**src/rtl/core/rigid_body_euler_step_core_assert.svh**
```systemverilog
// Assertion macros for the rigid body step core RTL.
`ifndef RIGID_BODY_EULER_STEP_CORE_ASSERT_SVH
`define RIGID_BODY_EULER_STEP_CORE_ASSERT_SVH

// Property checked on every rising clock edge outside reset.
`define RBES_ASSERT(label, prop, msg) \
    label: assert property (@(posedge clk) disable iff (!rst_n) prop) else $error(msg);

// Condition in one cycle implies a condition in the next.
`define RBES_ASSERT_NEXT(label, pre, post, msg) \
    label: assert property (@(posedge clk) disable iff (!rst_n) (pre) |=> (post)) else $error(msg);

`endif

```
**src/rtl/core/rbes_pkg.sv**
```systemverilog
// Types, codes and microcode program of the rigid body step core.
`timescale 1ns / 1ps

package rbes_pkg;

    localparam int DATA_W        = 32;
    localparam int DT_W          = 17;
    localparam int KIND_W        = 3;
    localparam int CFG_IDX_W     = 2;
    localparam int PROD_W        = 2 * DATA_W + 1;
    localparam int WIDE_W        = PROD_W + 2;
    localparam int FRAC_BITS_DEF = 16;
    localparam int STATIC_RATIO  = 200;

    // item kinds
    localparam logic [KIND_W-1:0] KIND_FORCE  = 3'd0;
    localparam logic [KIND_W-1:0] KIND_TORQUE = 3'd1;
    localparam logic [KIND_W-1:0] KIND_LIN    = 3'd2;
    localparam logic [KIND_W-1:0] KIND_OFF    = 3'd3;
    localparam logic [KIND_W-1:0] KIND_UPDATE = 3'd4;

    // configuration register indexes
    localparam logic [CFG_IDX_W-1:0] REG_RECIP_MASS    = 2'd0;
    localparam logic [CFG_IDX_W-1:0] REG_RECIP_INERTIA = 2'd1;
    localparam logic [CFG_IDX_W-1:0] REG_START_X       = 2'd2;
    localparam logic [CFG_IDX_W-1:0] REG_START_Y       = 2'd3;

    typedef logic [3:0] asel_t;
    typedef logic [2:0] bsel_t;
    typedef logic [2:0] wb_t;
    typedef logic [3:0] dst_t;
    typedef logic [4:0] uaddr_t;

    // multiplier operand A / add source
    localparam asel_t A_VX   = 4'd0;
    localparam asel_t A_VY   = 4'd1;
    localparam asel_t A_AX   = 4'd2;
    localparam asel_t A_AY   = 4'd3;
    localparam asel_t A_TQIN = 4'd4;
    localparam asel_t A_TQS  = 4'd5;
    localparam asel_t A_FX   = 4'd6;
    localparam asel_t A_FY   = 4'd7;
    localparam asel_t A_T0   = 4'd8;
    localparam asel_t A_T1   = 4'd9;
    localparam asel_t A_T2   = 4'd10;
    localparam asel_t A_VELX = 4'd11;
    localparam asel_t A_VELY = 4'd12;
    localparam asel_t A_SPIN = 4'd13;

    // multiplier operand B
    localparam bsel_t B_IM = 3'd0;
    localparam bsel_t B_II = 3'd1;
    localparam bsel_t B_DT = 3'd2;
    localparam bsel_t B_VX = 3'd3;
    localparam bsel_t B_VY = 3'd4;

    // writeback operations
    localparam wb_t WB_NONE   = 3'd0;
    localparam wb_t WB_ADD_IN = 3'd1;  // dst = sat(dst + A)
    localparam wb_t WB_ACC    = 3'd2;  // dst = sat(dst + P >>> F)
    localparam wb_t WB_SAT    = 3'd3;  // dst = sat(P >>> F)
    localparam wb_t WB_HOLD   = 3'd4;  // H = P
    localparam wb_t WB_DIFF   = 3'd5;  // dst = sat((H - P) >>> F)

    // writeback destinations
    localparam dst_t D_FX   = 4'd0;
    localparam dst_t D_FY   = 4'd1;
    localparam dst_t D_TQ   = 4'd2;
    localparam dst_t D_VELX = 4'd3;
    localparam dst_t D_VELY = 4'd4;
    localparam dst_t D_POSX = 4'd5;
    localparam dst_t D_POSY = 4'd6;
    localparam dst_t D_SPIN = 4'd7;
    localparam dst_t D_ANG  = 4'd8;
    localparam dst_t D_T0   = 4'd9;
    localparam dst_t D_T1   = 4'd10;
    localparam dst_t D_T2   = 4'd11;

    localparam logic JC_NONE   = 1'b0;
    localparam logic JC_STATIC = 1'b1;

    // program entry points
    localparam uaddr_t UA_FORCE  = 5'd0;
    localparam uaddr_t UA_TORQUE = 5'd2;
    localparam uaddr_t UA_LIN    = 5'd3;
    localparam uaddr_t UA_OFF    = 5'd6;
    localparam uaddr_t UA_UPD    = 5'd13;
    localparam uaddr_t UA_DONE   = 5'd23;

    typedef struct packed {
        logic   mul_en;
        asel_t  asel;
        bsel_t  bsel;
        wb_t    wb;
        dst_t   dst;
        logic   clr;
        logic   jc;
        uaddr_t target;
        logic   last;
    } uword_t;

    localparam uword_t UW_IDLE = '0;

    typedef struct packed {
        logic   start;
        logic   load;
        uword_t w;
    } seq_ctl_t;

    typedef struct packed {
        logic signed [DATA_W-1:0] pos_x;
        logic signed [DATA_W-1:0] pos_y;
        logic signed [DATA_W-1:0] angle;
        logic signed [DATA_W-1:0] vel_x;
        logic signed [DATA_W-1:0] vel_y;
        logic signed [DATA_W-1:0] spin;
        logic                     is_static;
    } result_t;

    function automatic uword_t mk(logic m, asel_t a, bsel_t b, wb_t op, dst_t d,
                                  logic c, logic j, uaddr_t t, logic l);
        uword_t u;
        u.mul_en = m;
        u.asel   = a;
        u.bsel   = b;
        u.wb     = op;
        u.dst    = d;
        u.clr    = c;
        u.jc     = j;
        u.target = t;
        u.last   = l;
        return u;
    endfunction

    function automatic uaddr_t entry(logic [KIND_W-1:0] kind);
        case (kind)
            KIND_FORCE:  return UA_FORCE;
            KIND_TORQUE: return UA_TORQUE;
            KIND_LIN:    return UA_LIN;
            KIND_OFF:    return UA_OFF;
            KIND_UPDATE: return UA_UPD;
            default:     return UA_DONE;
        endcase
    endfunction

    // Writeback of a word acts on the product issued by the word before it.
    function automatic uword_t ucode(uaddr_t a);
        case (a)
            UA_FORCE:       return mk(0, A_VX,   B_IM, WB_ADD_IN, D_FX,   0, JC_NONE,   UA_DONE, 0);
            UA_FORCE + 5'd1:return mk(0, A_VY,   B_IM, WB_ADD_IN, D_FY,   0, JC_NONE,   UA_DONE, 1);
            UA_TORQUE:      return mk(0, A_TQIN, B_IM, WB_ADD_IN, D_TQ,   0, JC_NONE,   UA_DONE, 1);
            UA_LIN:         return mk(1, A_VX,   B_IM, WB_NONE,   D_FX,   0, JC_STATIC, UA_DONE, 0);
            UA_LIN + 5'd1:  return mk(1, A_VY,   B_IM, WB_ACC,    D_VELX, 0, JC_NONE,   UA_DONE, 0);
            UA_LIN + 5'd2:  return mk(0, A_VX,   B_IM, WB_ACC,    D_VELY, 0, JC_NONE,   UA_DONE, 1);
            UA_OFF:         return mk(1, A_VX,   B_IM, WB_NONE,   D_FX,   0, JC_STATIC, UA_DONE, 0);
            UA_OFF + 5'd1:  return mk(1, A_VY,   B_IM, WB_ACC,    D_VELX, 0, JC_NONE,   UA_DONE, 0);
            UA_OFF + 5'd2:  return mk(1, A_AX,   B_VY, WB_ACC,    D_VELY, 0, JC_NONE,   UA_DONE, 0);
            UA_OFF + 5'd3:  return mk(1, A_AY,   B_VX, WB_HOLD,   D_FX,   0, JC_NONE,   UA_DONE, 0);
            UA_OFF + 5'd4:  return mk(0, A_VX,   B_IM, WB_DIFF,   D_T0,   0, JC_NONE,   UA_DONE, 0);
            UA_OFF + 5'd5:  return mk(1, A_T0,   B_II, WB_NONE,   D_FX,   0, JC_NONE,   UA_DONE, 0);
            UA_OFF + 5'd6:  return mk(0, A_VX,   B_IM, WB_ACC,    D_SPIN, 0, JC_NONE,   UA_DONE, 1);
            UA_UPD:         return mk(1, A_FX,   B_IM, WB_NONE,   D_FX,   0, JC_STATIC, UA_DONE, 0);
            UA_UPD + 5'd1:  return mk(1, A_FY,   B_IM, WB_SAT,    D_T0,   0, JC_NONE,   UA_DONE, 0);
            UA_UPD + 5'd2:  return mk(1, A_TQS,  B_II, WB_SAT,    D_T1,   0, JC_NONE,   UA_DONE, 0);
            UA_UPD + 5'd3:  return mk(1, A_T0,   B_DT, WB_SAT,    D_T2,   0, JC_NONE,   UA_DONE, 0);
            UA_UPD + 5'd4:  return mk(1, A_T1,   B_DT, WB_ACC,    D_VELX, 0, JC_NONE,   UA_DONE, 0);
            UA_UPD + 5'd5:  return mk(1, A_T2,   B_DT, WB_ACC,    D_VELY, 0, JC_NONE,   UA_DONE, 0);
            UA_UPD + 5'd6:  return mk(1, A_VELX, B_DT, WB_ACC,    D_SPIN, 0, JC_NONE,   UA_DONE, 0);
            UA_UPD + 5'd7:  return mk(1, A_VELY, B_DT, WB_ACC,    D_POSX, 0, JC_NONE,   UA_DONE, 0);
            UA_UPD + 5'd8:  return mk(1, A_SPIN, B_DT, WB_ACC,    D_POSY, 0, JC_NONE,   UA_DONE, 0);
            UA_UPD + 5'd9:  return mk(0, A_VX,   B_IM, WB_ACC,    D_ANG,  1, JC_NONE,   UA_DONE, 1);
            default:        return mk(0, A_VX,   B_IM, WB_NONE,   D_FX,   0, JC_NONE,   UA_DONE, 1);
        endcase
    endfunction

endpackage

```
**src/rtl/core/rbes_if.sv**
```systemverilog
// Item and result channel interfaces of the rigid body step core.
`timescale 1ns / 1ps

interface rbes_in_if import rbes_pkg::*; ();
    logic                     valid;
    logic                     ready;
    logic [KIND_W-1:0]        kind;
    logic signed [DATA_W-1:0] vec_x;
    logic signed [DATA_W-1:0] vec_y;
    logic signed [DATA_W-1:0] torque_value;
    logic signed [DATA_W-1:0] arm_x;
    logic signed [DATA_W-1:0] arm_y;
    logic [DT_W-1:0]          step_time;

    modport source (output valid, kind, vec_x, vec_y, torque_value, arm_x, arm_y,
                    step_time, input ready);
    modport sink   (input valid, kind, vec_x, vec_y, torque_value, arm_x, arm_y,
                    step_time, output ready);
endinterface

interface rbes_out_if import rbes_pkg::*; ();
    logic                     valid;
    logic                     ready;
    logic signed [DATA_W-1:0] pos_x;
    logic signed [DATA_W-1:0] pos_y;
    logic signed [DATA_W-1:0] angle;
    logic signed [DATA_W-1:0] vel_x;
    logic signed [DATA_W-1:0] vel_y;
    logic signed [DATA_W-1:0] spin;
    logic                     is_static;

    modport source (output valid, pos_x, pos_y, angle, vel_x, vel_y, spin, is_static,
                    input ready);
    modport sink   (input valid, pos_x, pos_y, angle, vel_x, vel_y, spin, is_static,
                    output ready);
endinterface

```
**src/rtl/core/rbes_seq.sv**
```systemverilog
// Microcode sequencer: step counter, program lookup, jumps and result handshake.
`timescale 1ns / 1ps
`include "rigid_body_euler_step_core_assert.svh"

module rbes_seq import rbes_pkg::*;
(
    input  logic              clk,
    input  logic              rst_n,
    input  logic              in_valid,
    output logic              in_ready,
    input  logic [KIND_W-1:0] in_kind,
    input  logic              out_ready,
    output logic              out_valid,
    input  logic              stat,
    output seq_ctl_t          ctl
);

    localparam logic [1:0] ST_IDLE = 2'd0;
    localparam logic [1:0] ST_RUN  = 2'd1;
    localparam logic [1:0] ST_DONE = 2'd2;

    logic [1:0] state_reg, state_next;
    uaddr_t     upc_reg, upc_next;
    logic       out_valid_reg, out_valid_next;
    uword_t     w;
    logic       accept;

    always_comb
    begin
        w        = ucode(upc_reg);
        in_ready = (state_reg == ST_IDLE);
        accept   = in_valid && in_ready;

        ctl.start = accept;
        ctl.load  = (state_reg == ST_DONE) && (!out_valid_reg || out_ready);
        ctl.w     = (state_reg == ST_RUN) ? w : UW_IDLE;

        state_next = state_reg;
        upc_next   = upc_reg;
        case (state_reg)
            ST_IDLE:
            begin
                if (accept)
                begin
                    state_next = ST_RUN;
                    upc_next   = entry(in_kind);
                end
            end
            ST_RUN:
            begin
                if (w.jc == JC_STATIC && stat)
                    upc_next = w.target;
                else if (w.last)
                    state_next = ST_DONE;
                else
                    upc_next = upc_reg + 5'd1;
            end
            ST_DONE:
            begin
                if (ctl.load)
                    state_next = ST_IDLE;
            end
            default:
                state_next = ST_IDLE;
        endcase

        if (ctl.load)
            out_valid_next = 1'b1;
        else if (out_ready)
            out_valid_next = 1'b0;
        else
            out_valid_next = out_valid_reg;
    end

    assign out_valid = out_valid_reg;

    always_ff @(posedge clk or negedge rst_n)
    begin
        if (!rst_n)
        begin
            state_reg     <= ST_IDLE;
            upc_reg       <= UA_DONE;
            out_valid_reg <= 1'b0;
        end
        else
        begin
            state_reg     <= state_next;
            upc_reg       <= upc_next;
            out_valid_reg <= out_valid_next;
        end
    end

    `RBES_ASSERT_NEXT(a_accept_runs, accept, state_reg == ST_RUN, "accepted word did not start program")
    `RBES_ASSERT(a_upc_range, (state_reg == ST_RUN) |-> (upc_reg <= UA_DONE), "step counter out of program")
    `RBES_ASSERT(a_valid_from_done, $rose(out_valid_reg) |-> $past(state_reg == ST_DONE), "result raised outside done")

endmodule

```
**src/rtl/core/rbes_dp.sv**
```systemverilog
// Datapath: body state, shared multiplier, saturating writeback and result register.
`timescale 1ns / 1ps

module rbes_dp import rbes_pkg::*;
#(
    parameter int FRAC_BITS = FRAC_BITS_DEF
)
(
    input  logic                     clk,
    input  logic                     rst_n,
    input  logic                     cfg_we,
    input  logic [CFG_IDX_W-1:0]     cfg_index,
    input  logic [DATA_W-1:0]        cfg_data,
    input  seq_ctl_t                 ctl,
    input  logic signed [DATA_W-1:0] vec_x,
    input  logic signed [DATA_W-1:0] vec_y,
    input  logic signed [DATA_W-1:0] torque_value,
    input  logic signed [DATA_W-1:0] arm_x,
    input  logic signed [DATA_W-1:0] arm_y,
    input  logic [DT_W-1:0]          step_time,
    output logic                     stat,
    output result_t                  res
);

    localparam logic [DATA_W-1:0] ONE_FX = DATA_W'(64'd1 << FRAC_BITS);
    localparam logic [DATA_W-1:0] STATIC_LIMIT =
        DATA_W'(((64'd1 << FRAC_BITS) + 64'(STATIC_RATIO) - 64'd1) / 64'(STATIC_RATIO));
    localparam logic signed [DATA_W-1:0] S_MAX = {1'b0, {(DATA_W-1){1'b1}}};
    localparam logic signed [DATA_W-1:0] S_MIN = {1'b1, {(DATA_W-1){1'b0}}};

    logic [DATA_W-1:0]        im_reg, im_next, ii_reg, ii_next;
    logic signed [DATA_W-1:0] posx_reg, posx_next, posy_reg, posy_next;
    logic signed [DATA_W-1:0] velx_reg, velx_next, vely_reg, vely_next;
    logic signed [DATA_W-1:0] ang_reg, ang_next, spin_reg, spin_next;
    logic signed [DATA_W-1:0] fx_reg, fx_next, fy_reg, fy_next, tq_reg, tq_next;
    logic signed [DATA_W-1:0] t0_reg, t0_next, t1_reg, t1_next, t2_reg, t2_next;
    logic signed [DATA_W-1:0] vx_reg, vx_next, vy_reg, vy_next, tqi_reg, tqi_next;
    logic signed [DATA_W-1:0] ax_reg, ax_next, ay_reg, ay_next;
    logic [DT_W-1:0]          dt_reg, dt_next;
    logic signed [PROD_W-1:0] p_reg, p_next, h_reg, h_next;
    result_t                  res_reg, res_next;

    logic signed [DATA_W-1:0] opa, dst_val, wr_val;
    logic signed [DATA_W:0]   opb;
    logic signed [PROD_W-1:0] prod;
    logic signed [WIDE_W-1:0] p_ext, h_ext, wide, shifted, sum, dst_ext, opa_ext;
    logic                     wr_en;

    assign stat = (im_reg < STATIC_LIMIT);

    always_comb
    begin
        case (ctl.w.asel)
            A_VX:    opa = vx_reg;
            A_VY:    opa = vy_reg;
            A_AX:    opa = ax_reg;
            A_AY:    opa = ay_reg;
            A_TQIN:  opa = tqi_reg;
            A_TQS:   opa = tq_reg;
            A_FX:    opa = fx_reg;
            A_FY:    opa = fy_reg;
            A_T0:    opa = t0_reg;
            A_T1:    opa = t1_reg;
            A_T2:    opa = t2_reg;
            A_VELX:  opa = velx_reg;
            A_VELY:  opa = vely_reg;
            A_SPIN:  opa = spin_reg;
            default: opa = '0;
        endcase

        case (ctl.w.bsel)
            B_IM:    opb = {1'b0, im_reg};
            B_II:    opb = {1'b0, ii_reg};
            B_DT:    opb = {{(DATA_W+1-DT_W){1'b0}}, dt_reg};
            B_VX:    opb = {vx_reg[DATA_W-1], vx_reg};
            B_VY:    opb = {vy_reg[DATA_W-1], vy_reg};
            default: opb = '0;
        endcase

        prod = opa * opb;

        case (ctl.w.dst)
            D_FX:    dst_val = fx_reg;
            D_FY:    dst_val = fy_reg;
            D_TQ:    dst_val = tq_reg;
            D_VELX:  dst_val = velx_reg;
            D_VELY:  dst_val = vely_reg;
            D_POSX:  dst_val = posx_reg;
            D_POSY:  dst_val = posy_reg;
            D_SPIN:  dst_val = spin_reg;
            D_ANG:   dst_val = ang_reg;
            D_T0:    dst_val = t0_reg;
            D_T1:    dst_val = t1_reg;
            D_T2:    dst_val = t2_reg;
            default: dst_val = '0;
        endcase

        p_ext   = {{(WIDE_W-PROD_W){p_reg[PROD_W-1]}}, p_reg};
        h_ext   = {{(WIDE_W-PROD_W){h_reg[PROD_W-1]}}, h_reg};
        dst_ext = {{(WIDE_W-DATA_W){dst_val[DATA_W-1]}}, dst_val};
        opa_ext = {{(WIDE_W-DATA_W){opa[DATA_W-1]}}, opa};
        wide    = (ctl.w.wb == WB_DIFF) ? (h_ext - p_ext) : p_ext;
        shifted = wide >>> FRAC_BITS;

        wr_en = 1'b1;
        case (ctl.w.wb)
            WB_ADD_IN: sum = dst_ext + opa_ext;
            WB_ACC:    sum = dst_ext + shifted;
            WB_SAT:    sum = shifted;
            WB_DIFF:   sum = shifted;
            default:
            begin
                sum   = '0;
                wr_en = 1'b0;
            end
        endcase

        if ((&sum[WIDE_W-1:DATA_W-1]) || !(|sum[WIDE_W-1:DATA_W-1]))
            wr_val = sum[DATA_W-1:0];
        else
            wr_val = sum[WIDE_W-1] ? S_MIN : S_MAX;
    end

    always_comb
    begin
        im_next   = im_reg;
        ii_next   = ii_reg;
        posx_next = posx_reg;
        posy_next = posy_reg;
        velx_next = velx_reg;
        vely_next = vely_reg;
        ang_next  = ang_reg;
        spin_next = spin_reg;
        fx_next   = fx_reg;
        fy_next   = fy_reg;
        tq_next   = tq_reg;
        t0_next   = t0_reg;
        t1_next   = t1_reg;
        t2_next   = t2_reg;

        if (cfg_we)
        begin
            case (cfg_index)
                REG_RECIP_MASS:    im_next   = cfg_data;
                REG_RECIP_INERTIA: ii_next   = cfg_data;
                REG_START_X:       posx_next = cfg_data;
                REG_START_Y:       posy_next = cfg_data;
                default:           im_next   = im_reg;
            endcase
        end

        if (wr_en)
        begin
            case (ctl.w.dst)
                D_FX:    fx_next   = wr_val;
                D_FY:    fy_next   = wr_val;
                D_TQ:    tq_next   = wr_val;
                D_VELX:  velx_next = wr_val;
                D_VELY:  vely_next = wr_val;
                D_POSX:  posx_next = wr_val;
                D_POSY:  posy_next = wr_val;
                D_SPIN:  spin_next = wr_val;
                D_ANG:   ang_next  = wr_val;
                D_T0:    t0_next   = wr_val;
                D_T1:    t1_next   = wr_val;
                D_T2:    t2_next   = wr_val;
                default: t0_next   = t0_reg;
            endcase
        end

        if (ctl.w.clr)
        begin
            fx_next = '0;
            fy_next = '0;
            tq_next = '0;
        end

        p_next = ctl.w.mul_en ? prod : p_reg;
        h_next = (ctl.w.wb == WB_HOLD) ? p_reg : h_reg;

        vx_next  = ctl.start ? vec_x : vx_reg;
        vy_next  = ctl.start ? vec_y : vy_reg;
        tqi_next = ctl.start ? torque_value : tqi_reg;
        ax_next  = ctl.start ? arm_x : ax_reg;
        ay_next  = ctl.start ? arm_y : ay_reg;
        dt_next  = ctl.start ? step_time : dt_reg;

        res_next           = res_reg;
        if (ctl.load)
        begin
            res_next.pos_x     = posx_reg;
            res_next.pos_y     = posy_reg;
            res_next.angle     = ang_reg;
            res_next.vel_x     = velx_reg;
            res_next.vel_y     = vely_reg;
            res_next.spin      = spin_reg;
            res_next.is_static = stat;
        end
    end

    always_ff @(posedge clk or negedge rst_n)
    begin
        if (!rst_n)
        begin
            im_reg   <= ONE_FX;
            ii_reg   <= ONE_FX;
            posx_reg <= '0;
            posy_reg <= '0;
            velx_reg <= '0;
            vely_reg <= '0;
            ang_reg  <= '0;
            spin_reg <= '0;
            fx_reg   <= '0;
            fy_reg   <= '0;
            tq_reg   <= '0;
        end
        else
        begin
            im_reg   <= im_next;
            ii_reg   <= ii_next;
            posx_reg <= posx_next;
            posy_reg <= posy_next;
            velx_reg <= velx_next;
            vely_reg <= vely_next;
            ang_reg  <= ang_next;
            spin_reg <= spin_next;
            fx_reg   <= fx_next;
            fy_reg   <= fy_next;
            tq_reg   <= tq_next;
        end
    end

    always_ff @(posedge clk)
    begin
        t0_reg  <= t0_next;
        t1_reg  <= t1_next;
        t2_reg  <= t2_next;
        p_reg   <= p_next;
        h_reg   <= h_next;
        vx_reg  <= vx_next;
        vy_reg  <= vy_next;
        tqi_reg <= tqi_next;
        ax_reg  <= ax_next;
        ay_reg  <= ay_next;
        dt_reg  <= dt_next;
        res_reg <= res_next;
    end

    assign res = res_reg;

endmodule

```
**src/rtl/core/rigid_body_euler_step_core.sv**
```systemverilog
// Top level of the 2D rigid body semi-implicit Euler step core.
`timescale 1ns / 1ps

// Usage:
//   items   : valid/ready channel, one word per command (force, torque, linear
//             impulse, offset impulse, update); a word is taken only while the
//             core is idle.
//   results : valid/ready channel, one word per item with the body state after it.
//   cfg_*   : write-only registers, index 0 inverse mass, 1 inverse inertia,
//             2 start_x, 3 start_y (also loads position); write only while idle.
// Timing: a word runs N microcode steps on one shared 32x33 multiplier, then
//   the result register is loaded. N is 2 for force, 1 for torque, 3 for
//   a linear impulse, 7 for an offset impulse, 10 for an update, 2 when the
//   body is static and 1 for an unused kind. Result valid rises as the core
//   returns to idle, ready for the next word.
//   The dependent multiply chain of the update sets its length.
// Reset: inverse mass and inertia 1.0, body and force state zero, no result pending.
// Stall: a result waits in its output register; the core then runs one more
//   word and holds it complete until the register frees.

module rigid_body_euler_step_core import rbes_pkg::*;
#(
    parameter int FRAC_BITS = FRAC_BITS_DEF
)
(
    input  logic                 clk,
    input  logic                 rst_n,
    input  logic                 cfg_we,
    input  logic [CFG_IDX_W-1:0] cfg_index,
    input  logic [DATA_W-1:0]    cfg_data,
    rbes_in_if.sink              items,
    rbes_out_if.source           results
);

    seq_ctl_t ctl;
    logic     stat;
    result_t  res;

    rbes_seq u_seq (
        .clk       (clk),
        .rst_n     (rst_n),
        .in_valid  (items.valid),
        .in_ready  (items.ready),
        .in_kind   (items.kind),
        .out_ready (results.ready),
        .out_valid (results.valid),
        .stat      (stat),
        .ctl       (ctl)
    );

    rbes_dp #(
        .FRAC_BITS (FRAC_BITS)
    ) u_dp (
        .clk          (clk),
        .rst_n        (rst_n),
        .cfg_we       (cfg_we),
        .cfg_index    (cfg_index),
        .cfg_data     (cfg_data),
        .ctl          (ctl),
        .vec_x        (items.vec_x),
        .vec_y        (items.vec_y),
        .torque_value (items.torque_value),
        .arm_x        (items.arm_x),
        .arm_y        (items.arm_y),
        .step_time    (items.step_time),
        .stat         (stat),
        .res          (res)
    );

    assign results.pos_x     = res.pos_x;
    assign results.pos_y     = res.pos_y;
    assign results.angle     = res.angle;
    assign results.vel_x     = res.vel_x;
    assign results.vel_y     = res.vel_y;
    assign results.spin      = res.spin;
    assign results.is_static = res.is_static;

endmodule
```
**src/flat_wrapper.sv**
```systemverilog
// flat-port wrapper written by rule: the top's interface ports become plain ports
module rigid_body_euler_step_core_flat import rbes_pkg::*;
#(
    parameter int FRAC_BITS = FRAC_BITS_DEF
)
  (clk, rst_n, cfg_we, cfg_index, cfg_data, items_valid, items_kind, items_vec_x, items_vec_y, items_torque_value, items_arm_x, items_arm_y, items_step_time, items_ready, results_valid, results_pos_x, results_pos_y, results_angle, results_vel_x, results_vel_y, results_spin, results_is_static, results_ready);
  rbes_in_if items_i ();
  rbes_out_if results_i ();
  input  logic clk;
  input  logic rst_n;
  input  logic cfg_we;
  input  logic [CFG_IDX_W-1:0] cfg_index;
  input  logic [DATA_W-1:0] cfg_data;
  input wire logic [$bits(items_i.valid)-1:0] items_valid;
  input wire logic [$bits(items_i.kind)-1:0] items_kind;
  input wire logic [$bits(items_i.vec_x)-1:0] items_vec_x;
  input wire logic [$bits(items_i.vec_y)-1:0] items_vec_y;
  input wire logic [$bits(items_i.torque_value)-1:0] items_torque_value;
  input wire logic [$bits(items_i.arm_x)-1:0] items_arm_x;
  input wire logic [$bits(items_i.arm_y)-1:0] items_arm_y;
  input wire logic [$bits(items_i.step_time)-1:0] items_step_time;
  output wire logic [$bits(items_i.ready)-1:0] items_ready;
  output wire logic [$bits(results_i.valid)-1:0] results_valid;
  output wire logic [$bits(results_i.pos_x)-1:0] results_pos_x;
  output wire logic [$bits(results_i.pos_y)-1:0] results_pos_y;
  output wire logic [$bits(results_i.angle)-1:0] results_angle;
  output wire logic [$bits(results_i.vel_x)-1:0] results_vel_x;
  output wire logic [$bits(results_i.vel_y)-1:0] results_vel_y;
  output wire logic [$bits(results_i.spin)-1:0] results_spin;
  output wire logic [$bits(results_i.is_static)-1:0] results_is_static;
  input wire logic [$bits(results_i.ready)-1:0] results_ready;
  assign items_i.valid = items_valid;
  assign items_i.kind = items_kind;
  assign items_i.vec_x = items_vec_x;
  assign items_i.vec_y = items_vec_y;
  assign items_i.torque_value = items_torque_value;
  assign items_i.arm_x = items_arm_x;
  assign items_i.arm_y = items_arm_y;
  assign items_i.step_time = items_step_time;
  assign items_ready = items_i.ready;
  assign results_valid = results_i.valid;
  assign results_pos_x = results_i.pos_x;
  assign results_pos_y = results_i.pos_y;
  assign results_angle = results_i.angle;
  assign results_vel_x = results_i.vel_x;
  assign results_vel_y = results_i.vel_y;
  assign results_spin = results_i.spin;
  assign results_is_static = results_i.is_static;
  assign results_i.ready = results_ready;
  rigid_body_euler_step_core #(.FRAC_BITS(FRAC_BITS)) u_core (.clk(clk), .rst_n(rst_n), .cfg_we(cfg_we), .cfg_index(cfg_index), .cfg_data(cfg_data), .items(items_i), .results(results_i));
endmodule
```
**config.mk**
```make
export PLATFORM = sky130hd
export DESIGN_NAME = rigid_body_euler_step_core_flat
export DESIGN_NICKNAME = d
export VERILOG_FILES = /design/src/rtl/core/rbes_pkg.sv /design/src/rtl/core/rbes_if.sv /design/src/rtl/core/rbes_seq.sv /design/src/rtl/core/rbes_dp.sv /design/src/rtl/core/rigid_body_euler_step_core.sv /design/src/flat_wrapper.sv
export VERILOG_INCLUDE_DIRS = /design/src /design/src/rtl/core
export SDC_FILE = /design/constraint.sdc
export NUM_CORES = 2
export LEC_CHECK = 0
export BUFFER_PORTS_ARGS = -buffer_cell sky130_fd_sc_hd__buf_2
export CORE_MARGIN = 3
export CORE_UTILIZATION = 45
export CTS_CLUSTER_SIZE = 25
export DETAILED_ROUTE_END_ITERATION = 6
export PLACE_DENSITY = 0.72
export SLEW_MARGIN = 20
export SYNTH_ARGS = -nofsm -noshare
export SYNTH_HDL_FRONTEND = slang
export SYNTH_SLANG_ARGS = --single-unit
```
**constraint.sdc**
```tcl
create_clock -name clk -period 21.5 [get_ports clk]
set_clock_uncertainty 0.05 [all_clocks]
set_input_delay 1.075 -clock clk [delete_from_list [all_inputs] [get_ports clk]]
set_output_delay 1.075 -clock clk [all_outputs]
set_load 0.005 [all_outputs]
```
Word-level counts from Yosys, hierarchy flattened
Memories as Yosys holds them, arrays and structs flattened. Index checks and enable logic that the tools add are counted.

Register bits: 956. Input bits: 219. Memories kept: 1. Memory bits (read-only): 576.

Memories: (name not given) (words 32, width 18, rd ports 1, clocked after Yosys merged registers in 0, wr ports 0, RTL line rbes_pkg.sv:148) `case (a)`.

Mux-type cells: 38. Equality and inequality tests: 47. $lt $le $gt $ge: 1. $mul: 1. Add/sub/neg operators: 4. Reduce and logical (&&, ||, !) cells: 37.

Operators by type and width (count): two-way mux 32 bit (19); case mux 32 bit (14 select lines) (1); case mux 32 bit (12 select lines) (1); case mux 67 bit (3 select lines) (1); case mux 33 bit (5 select lines) (1); two-way mux 67 bit (1); subtractor 65 x 65 -> 66 bit (1); multiplier 32 x 33 -> 65 bit (1); adder 32 x 51 -> 52 bit (1); equality test 4 bit (second input constant) (10); AND reduction 36 bit (1); OR reduction 36 bit (1); adder 32 x 32 -> 33 bit (1); equality test 4 x 3 -> 1 bit (second input constant) (8); < comparator 32 x 9 -> 1 bit (second input constant) (1); case mux 5 bit (5 select lines) (1); AND reduction 2 bit (12); two-way mux 23 bit (1); equality test 3 x 2 -> 1 bit (second input constant) (6); equality test 4 x 2 -> 1 bit (second input constant) (4); two-way mux 5 bit (3); equality test 3 bit (second input constant) (4); nonzero test 2 bit (6); case mux 5 bit (2 select lines) (1); 21 further kinds (41).

Logic depth before layout (Yosys ltp)
Depth in word-level cells: 13. Mapped depth: 50.

Hierarchy
Synthesis repeated with hierarchy kept, for this count alone.

Cell total of the unflattened synthesis: 8267. Area total of the unflattened synthesis: 85077.8 µm².

Modules (own cells, without submodules): rbes_dp (cells an instance 8100, instances 1, area an instance 83862.9 µm²); rbes_seq (cells an instance 167, instances 1, area an instance 1214.9 µm²).

Worst setup path before layout
No wires, ideal clock.

Kind: register -> register. Start: register u_core.u_seq.upc_reg[0]. End: register u_core.u_dp.p_reg[64] (data pin). Clock period less this slack: 11.415 ns. Setup slack: 10.085 ns. Path buffers: 2. Cell stages (with the launch flop): 41. Arrival time: 11.105 ns. Data required time: 21.190 ns. Cells stage by stage: dfstp_2 clkbuf_1 inv_1 ha_1 o21ai_0 nand2_1 a21oi_1 a21oi_1 nor2_1 nand2b_1 nor2_1 a22o_1 a221oi_1 nand3_1 a2111oi_1 clkinv_1 clkbuf_1 nand2_1 (+5 left out) inv_1 fa_1 inv_1 fa_1 fa_1 fa_1 ha_1 and3_1 a31oi_1 nand2_1 a21oi_1 o21bai_1 a22o_1 o31ai_1 o21ai_0 a21o_1 a21oi_1 xnor2_1.

Cells in the longest elaborated chain, start to end: 5.

RTL lines: start: declaration (RTL line rbes_seq.sv:23) `uaddr_t upc_reg, upc_next;`; start signal: assignment (RTL line rbes_seq.sv:88) `upc_reg <= upc_next;`; memory (32 x 18 bit) (*); two-way mux 23 bit (*) (RTL line rbes_seq.sv:36) `ctl.w = (state_reg == ST_RUN) ? w : UW_IDLE;`; equality test 4 bit (tied with other cells) (RTL line rbes_dp.sv:53) `case (ctl.w.asel)`; case mux 32 bit (14 select lines) / case mux 33 bit (5 select lines) (equally long branches) (RTL line rbes_dp.sv:53, rbes_dp.sv:71); multiplier 32 x 33 -> 65 bit (*) (RTL line rbes_dp.sv:80) `prod = opa * opb;`; via u_core.u_dp.prod[64] (RTL line rbes_dp.sv:45) `logic signed [PROD_W-1:0] prod;`; end signal: assignment (RTL line rbes_dp.sv:238) `p_reg <= p_next;`; end: declaration (RTL line rbes_dp.sv:40) `logic signed [PROD_W-1:0] p_reg, p_next, h_reg, h_next;`.

The timed path passes the listed nets; every way through them passes the cells marked *. A chain may end at the register's enable or synchronous reset.

Worst setup path after layout
Same ends and word-level chain as after synthesis.

==> out/metrics.yaml <==
fin_crit_ns: 14.41
largest_reg_flops: 193
die_area_mm2: 0.196
hold_buffers: 0
status: "finished with violations"
rr_endpoint: "u_core.u_dp.p_reg[64]"
r2r_setup_slack_ns: 7.09
crit_fanout: 32
cap_violations: 0
gp_congestion: 1.01
floorplan.initialDensity: 0.454
die_h_um: 442
grt_setup_unrepaired: "false"
yosys.area.top_type_share: 0.260
grt_usage: 0.385
postPlaceCellArea_mm2: 0.0911
dpl.hpwl_mm: 277
routed_wl_mm: 381
drive_gt1_frac: 0.116
slew_viol_final: 0
grt_start_max_net_pins: 147
io_buffers: 413
io_pins: 414
worstPathRequired_ns: 21.95
reg2reg_from: "u_core.u_seq.upc_reg[0]"
max_freq_ghz: 0.0694
reg2regPathDepth: 39
cp-start-kind: "register"
synth_area_leaders: "fa_1, edfxtp_1, dfrtp_1"
hold_class: "in2async"
dp_slack_ns: 7.24
setup_viol: 0
worstSetupPathType: "reg2reg"
finalSetupTns_ns: 0
cp_common_cell: "fa_1"
syn_to_final_growth_pct: 10.5
ys_seq_area_frac: 0.314
cts_inserted_buffers: 104
antenna_found_initial: 25
ys_warn_count: 0
slew_headroom: 0.134
dp.cells: 11200
postCtsResizedCells: 0
final_area_mm2: 0.0947
die_x_um: 442
synth_top_area_cell: "fa_1"
postCtsSetupBuffers: 0
final_cells: 11400
syn-cell-area_mm2: 0.0857
synth-main-ff-cell: "edfxtp_1"
drtIter0Drc: 11200
cp.arrival_ns: 14.86
cts.clk_slew.worst_paths_ns: 0.06
ys_types: 99
synth_seq_cells: 956
wl_per_cell_um: 33.4
ctsRootBufferMaster: "clkbuf_16"
cts_tree: "built"
vias: 74500
grt_overflow: 0
final_nets: 10500
yosys-top-cells-count: "inv_1, nand2_1, fa_1, nor2_1, edfxtp_1"
async_reset_ff_frac: 0.377
yosysMostFrequentCell: "inv_1"
avgViaCountPerCell: 6.54
dr.pass1.iters: 7
hold_viol_final: 0
finalWorstSetupSlack_ns: 7.09
htree_levels: 3
ant_nets: 0
clock_tree.buffer_depth: 3
worstSkewPairLatency_ns: 0.79
cpPeakStageDelay_ns: 1.01
violations: "DRC"
cts.sinks: 956
syn_nets: 10200
drc: 3
row_count: 159
synth_area_per_cell_um2: 10.0
critPathCaptureType: "register"
grt_pass1_wl_mm: 543
cpMaxStageDelayCell: "clkinv_1"
core_area_mm2: 0.189
fin_crit_sh: 0.670
worst_pin_slew_ns: 1.29
synth_edf_count: 596
grt_pass1_vias: 75500
synthCells: 8557
[metrics by stage]
stage / util / hold slack [ns]
2_1_floorplan: - / 0.368
3_3_place_gp: 0.483 / 0.385
3_5_place_dp: 0.483 / 0.385
4_1_cts: 0.502 / 0.299
5_1_grt: 0.502 / 0.289
6_report: 0.502 / 0.242
[critical path: cells and delay by family, from the launching register on]
kind | cells | cell delay, ns
AOI/OAI and AO/OA | 17 | 5.40
buffers and inverters | 6 | 1.74
DFF | 1 | 0.72
adders and majority gates | 10 | 4.52
xor gates and xnor gates | 1 | 0.09
and+or+nand+nor | 5 | 1.54
[final cells by class]
cell class,count,area [µm²]
diodes,12,30.0
clock buffers,134,2850
clock inverters,63,708
fillers,17100,93900
inverters,1226,4600
multi-input cells,5888,52700
flip-flops and latches,956,26900
well taps,2495,3120
repair buffers,625,3690
[worst max path at each step]
| stage | end | depth (start not counted) | startpoint |
|---|---|---|---|
| floorplan | u_core.u_dp.p_reg[64] | 40 | u_core.u_seq.upc_reg[0] |
| global placement | u_core.u_dp.p_reg[64] | 39 | u_core.u_seq.upc_reg[0] |
| detailed placement | u_core.u_dp.p_reg[64] | 39 | u_core.u_seq.upc_reg[0] |
| CTS | u_core.u_dp.p_reg[64] | 39 | u_core.u_seq.upc_reg[0] |
| global route | u_core.u_dp.p_reg[64] | 41 | u_core.u_seq.upc_reg[0] |
| finish | u_core.u_dp.p_reg[64] | 39 | u_core.u_seq.upc_reg[0] |
[metal layers]
| layer | share of wire | vias to the layer above | global-route usage |
|---|---|---|---|
| met1 | 0.35 | 37200 | 0.469 |
| met2 | 0.42 | 6058 | 0.565 |
| li1 | - | 29400 | - |
| met5 | 0.0012 | - | 0.0164 |
| met3 | 0.13 | 1783 | 0.123 |
| met4 | 0.10 | 26 | 0.298 |
[cells in the final DEF, fill, tap and decap left out, types with 26 or more instances in the layout]
| master | count |
|---|---|
| o21a_1 | 45 |
| buf_2 | 414 |
| a221o_1 | 51 |
| xor2_1 | 62 |
| a211oi_1 | 90 |
| xnor2_1 | 108 |
| o21bai_1 | 33 |
| a31oi_1 | 35 |
| edfxtp_1 | 596 |
| a22oi_1 | 171 |
| a21oi_1 | 303 |
| dfrtp_1 | 354 |
| and3_1 | 96 |
| a22o_1 | 146 |
| o21ai_1 | 30 |
| clkbuf_16 | 106 |
| a21o_1 | 95 |
| a222oi_1 | 26 |
| mux2i_1 | 28 |
| nand3_1 | 123 |
| ha_1 | 343 |
| inv_1 | 1211 |
| buf_4 | 207 |
| fa_1 | 1114 |
| or3_1 | 28 |
| nand4_1 | 72 |
| nand2b_1 | 51 |
| nor2_1 | 642 |
| o21ai_0 | 195 |
| a221oi_1 | 138 |
| nand2_1 | 1128 |
| mux2_2 | 65 |
| o211ai_1 | 179 |
| nor2b_1 | 31 |
| and2_1 | 50 |
| nor3_1 | 50 |
[logic make-up (layout without fill, tap and decap cells)]
| logic type | count (synthesis) | in the layout | share of synthesized area |
|---|---|---|---|
| buffers and inverters | 1713 | 2048 | 0.0763 |
| flip-flops | 956 | 956 | 0.314 |
| adder cells (fa/ha/maj) | 1457 | 1457 | 0.310 |
| AND/OR/NAND/NOR | 2411 | 2411 | 0.121 |
| XOR/XNOR | 170 | 170 | 0.0174 |
| AO/OA/AOI/OAI | 1757 | 1757 | 0.149 |
| multiplexers | 93 | 93 | 0.0118 |
| other | 0 | 12 | 0 |
Power is left out: the tool's default activity adds up to more than one toggle a clock period on the data nets, which glitch-free logic cannot reach.
